`src/sv/lwd_pkg.sv`:
```
// ----------------------------------------------------------------------------
// lwd_pkg
// Shared types and constants of the LZSS window decompressor: window geometry,
// result status codes, the decode action code and controller/datapath buses.
// ----------------------------------------------------------------------------
package lwd_pkg;

   // Ring window geometry
   localparam int WIN_ADDR_W = 12;
   localparam int WIN_DEPTH  = 4096;
   localparam int MAX_MATCH  = 18;
   localparam int MATCH_BIAS = 2;
   localparam logic [WIN_ADDR_W-1:0] START_POS = WIN_ADDR_W'(WIN_DEPTH - MAX_MATCH);
   localparam logic [7:0] BLANK_BYTE = 8'h20;

   // Fill count saturates at the window depth
   localparam int FILL_W = WIN_ADDR_W + 1;
   localparam logic [FILL_W-1:0] FILL_FULL = FILL_W'(WIN_DEPTH);

   // Bytes still to copy for one match (up to MAX_MATCH)
   localparam int COPY_W = 5;

   // Configuration port
   localparam int CSR_ADDR_W = 3;
   localparam logic IDX_EXPECTED_LENGTH = 1'b0;

   // Result status codes
   localparam logic [1:0] ST_DATA     = 2'd0;
   localparam logic [1:0] ST_SUM_OK   = 2'd1;
   localparam logic [1:0] ST_SUM_BAD  = 2'd2;
   localparam logic [1:0] ST_OVERRUN  = 2'd3;

   // What an accepted input byte leads to
   typedef enum logic [2:0] {
      ACT_NONE,
      ACT_LITERAL,
      ACT_MATCH,
      ACT_OVERRUN,
      ACT_VERDICT
   } action_type;

   // Controller to datapath
   typedef struct packed {
      logic accept;    // input transaction this cycle
      logic read;      // issue window read for the next copy byte
      logic deliver;   // result transaction this cycle
   } ctl_cmd_type;

   // Datapath to controller
   typedef struct packed {
      action_type action;     // decode of the byte on the input port
      logic       copy_more;  // presented copy byte is not the last of its match
   } ctl_status_type;

endpackage

```
`src/sv/lwd_ctrl.sv`:
```
// ----------------------------------------------------------------------------
// lwd_ctrl
// Sequencer of the decompressor: takes an input byte, steps window reads for
// match copies and holds each result until it is taken.
// ----------------------------------------------------------------------------
module lwd_ctrl (
   input  logic                   clock,
   input  logic                   reset,
   input  logic                   req_valid,
   output logic                   req_ready,
   output logic                   rsp_valid,
   input  logic                   rsp_ready,
   input  lwd_pkg::ctl_status_type sts,
   output lwd_pkg::ctl_cmd_type    cmd
);

   typedef enum logic [2:0] {
      S_IDLE = 3'b001,
      S_READ = 3'b010,
      S_OUT  = 3'b100
   } state_type;

   state_type state_ff, state_in;

   assign req_ready = (state_ff == S_IDLE);
   assign rsp_valid = (state_ff == S_OUT);
   assign cmd       = '{accept:  req_valid & req_ready,
                        read:    (state_ff == S_READ),
                        deliver: rsp_valid & rsp_ready};

   // Next state
   always_comb begin
      state_in = state_ff;
      unique case (state_ff)
         S_IDLE: begin
            if (req_valid) begin
               case (sts.action)
                  lwd_pkg::ACT_NONE:  state_in = S_IDLE;
                  lwd_pkg::ACT_MATCH: state_in = S_READ;
                  default:            state_in = S_OUT;
               endcase
            end
         end
         S_READ: state_in = S_OUT;
         S_OUT: begin
            if (rsp_ready) begin
               state_in = sts.copy_more ? S_READ : S_IDLE;
            end
         end
         default: state_in = S_IDLE;
      endcase
   end

   always_ff @(posedge clock) begin
      if (reset) begin
         state_ff <= S_IDLE;
      end else begin
         state_ff <= state_in;
      end
   end

endmodule

```
`config.mk`:
```
export PLATFORM = sky130hd
export DESIGN_NAME = lwd_ctrl
export DESIGN_NICKNAME = d
export VERILOG_FILES = /design/src/sv/lwd_pkg.sv /design/src/sv/lwd_ctrl.sv
export SDC_FILE = /design/constraint.sdc
export NUM_CORES = 1
export LEC_CHECK = 0
export ABC_AREA = 1
export ABC_CLOCK_PERIOD_IN_PS = 1130
export BUFFER_PORTS_ARGS = -buffer_cell sky130_fd_sc_hd__buf_2
export CAP_MARGIN = 20
export CORE_AREA = 2 2 39 41
export CTS_CLUSTER_DIAMETER = 40
export DETAILED_ROUTE_END_ITERATION = 8
export DIE_AREA = 0 0 41 43
export SYNTH_ARGS = -nofsm -noshare
export SYNTH_HDL_FRONTEND = slang
export SYNTH_SLANG_ARGS = --single-unit
```
`constraint.sdc`:
```
create_clock -name clock -period 1.13 [get_ports clock]
set_input_delay 0.0565 -clock clock [delete_from_list [all_inputs] [get_ports clock]]
set_output_delay 0.0565 -clock clock [all_outputs]
set_load 0.02 [all_outputs]
```
==> impl_metrics.toml <==
[setup_path]
slowest_stage = "dfxtp_2"
worstPathRequired_ps = 1070
cp-end-kind = "output port"
r2r-start = "state_ff[0]"
critPathCapture = "rsp_valid"
ff2ff_path_depth = 8
worstSetupPathType = "reg2out"
cp-start-kind = "register"
r2r_slack_ps = 150
cpPeakStageDelay_ps = 330
crit_chain = "nor2_1, nand2_2, inv_2, buf_4"
cp.arrival_ps = 1010
crit_path_start = "state_ff[0]"
cp.depth = 4
worstReg2RegEnd = "state_ff[0]"
cpLargestDelayFamily = "flip-flops"
critPathBufInv = 2
cp_max_fo = 5

[placement]
dpl.hpwl_um = 430
io_buffers = 12
pre_cts_slack_ps = 173
post_dp_cell_area_sq_um = 320
gp_congestion = 0.782

[clocking]
clk_pin_slew_worst_paths_ps = 40
cts_made_buffers = 3
cts_setup_buffers = 0
htree_levels = 1
cts.sinks = 3
root_buffer = "clkbuf_4"
cts_tree = "built"
clkLatencyLatePin_ps = 230
cts_buffer_depth = 2

[cells_and_area]
n_fill_cell = 162
regMostFlops = "state_ff"
nets = 72
synthToLayoutAreaGrowth_pct = 56.3
drive_above_1_share = 0.397
design_area_sq_um = 375
largest_registers = "state_ff: 3 flops"
diodes = 0
largest_reg_flops = 3

[floorplan]
row_count = 14
start_util = 0.174
ioPinCount = 13
die_width_um = 41
die_y_um = 43
core_area_sq_mm = 0.00138
die_area_sq_mm = 0.00176

[routing]
drt-initial-drc-count = 5
avgViaCountPerCell = 3.71
vias = 293
drc = 0
ant_nets = 0
route.met3.wl_um = 37
drt_first_pass_iters = 2
wl_met2_um = 270
wirelength_um = 517
met1_length_um = 208
top_layer = "met3"
wl_per_cell_um = 6.54

[sta]
slew_headroom = 0.890
rsz0062_at_grt = "false"
max_clock_freq_ghz = 0.942
setup_slack_ps = 68.1
tightest_slew_ps = 164
finalCriticalPeriod_ps = 1060
whs_ps = 85.2
skew_ps = 0.810
drv_slew = 0
period_share = 0.940
hold_violations = 0
setup-tns-final_ps = 0
setup_violations = 0

[outcome]
status = "finished clean"

[synthesis]
avgSynthCellArea_sq_um = 5.22
yosys_register_bits = 3
synthCells = 46
synth_cell_types = 9
synth_seq_area_share = 0.250
yosys_warnings = 0
netlist_area_sq_um = 240
syn_nets = 54

[global_route]
track_usage = 0.0813
antenna_found_initial = 0
grt_overflow = 0
grt_max_degree = 6
grt_pass1_wl_um = 869
grt_pass1_vias = 244

[job]
maxCapViolCount = 0

[power]
leakage_nw = 0.241
powerDensity_mw_per_mm2 = 1450
ir_drop_uv = 434

[min_path]
worstHoldPathCells = 3
min_path_type = "in2reg"
how the worst min path moves through the flow:
stage | startpoint | endpoint | slack (ps)
finish | sts[0] | state_ff[1] | 90
global route | sts[0] | state_ff[1] | 90
CTS | sts[0] | state_ff[1] | 80
detailed placement | reset | state_ff[2] | 230
global placement | reset | state_ff[2] | 230
floorplan | reset | state_ff[2] | 130
final cells by class:
cell class	instances	area, sq um	share of cell area
Timing Repair Buffer	13	77.6	0.207
Multi-Input combinational cell	29	135	0.360
Sequential cell	3	63.8	0.170
Tap cell	16	20.0	0.0533
Clock buffer	4	26.3	0.0700
Inverter	14	52.6	0.140
cells in the mapped netlist, drive strengths merged:
cell / n / area share
a21oi: 2 / 0.042
dfxtp: 3 / 0.25
inv: 14 / 0.22
nand2: 14 / 0.24
nand3: 7 / 0.15
nor2: 6 / 0.10
cells in the final DEF, fill, tap and decap left out:
cell type      netlist  layout
buf_4                0       3
inv_2                1       1
clkbuf_4             0       3
nor2_1               5       3
nand2_2              2       3
nand2_1             12      11
inv_1               13      13
clkbuf_1             0       1
nor2_2               1       3
dfxtp_2              0       3
a21oi_1              2       2
dlygate4sd3_1        0       1
nand3_1              7       7
buf_2                0       9
metrics by stage:
stage / util / std cells / power, mW
finish: 0.271 / 79 / 0.543
global route: 0.271 / 79 / 0.595
CTS: 0.259 / 79 / 0.544
detailed placement: 0.231 / 74 / 0.336
global placement: 0.231 / 74 / 0.335
floorplan: - / 46 / 0.282
power by group:
part	internal [mW]	total [mW]	switching [mW]
clock network	0.132	0.189	0.0570
registers	0.126	0.147	0.0205
logic	0.0844	0.206	0.122
logic make-up (layout without fill, tap and decap cells):
logic type / Yosys count / in the layout / share of synthesized area
buf+inv: 14 / 31 / 0.219
simple gates: 27 / 27 / 0.490
flops: 3 / 3 / 0.250
compound gates: 2 / 2 / 0.0417
routing by layer:
metal  GRT usage  vias to the layer above
li1            -                      167
met1      0.0740                      121
met2       0.116                        5
met3      0.0471                        0
met4      0.0800                        0
met5           0                        -
worst register-to-register path, stage by stage, from the launching register on:
cell and delay (ps):
dfxtp_2 330, nor2_1 120, nand2_2 90, inv_2 90
nand2_2 60, nand2_1 50, inv_1 40, nand2_1 50
nand2_1 40
what timing repair did:
action                     in CTS  in global routing
gates resized for setup         1                  8
gates cloned                    0                  0
hold buffers                    1                  0
pin swaps                       0                  2
hold endpoints to repair        1                  0
setup endpoints to repair       1                  5
(Power assumes the default switching activity.)
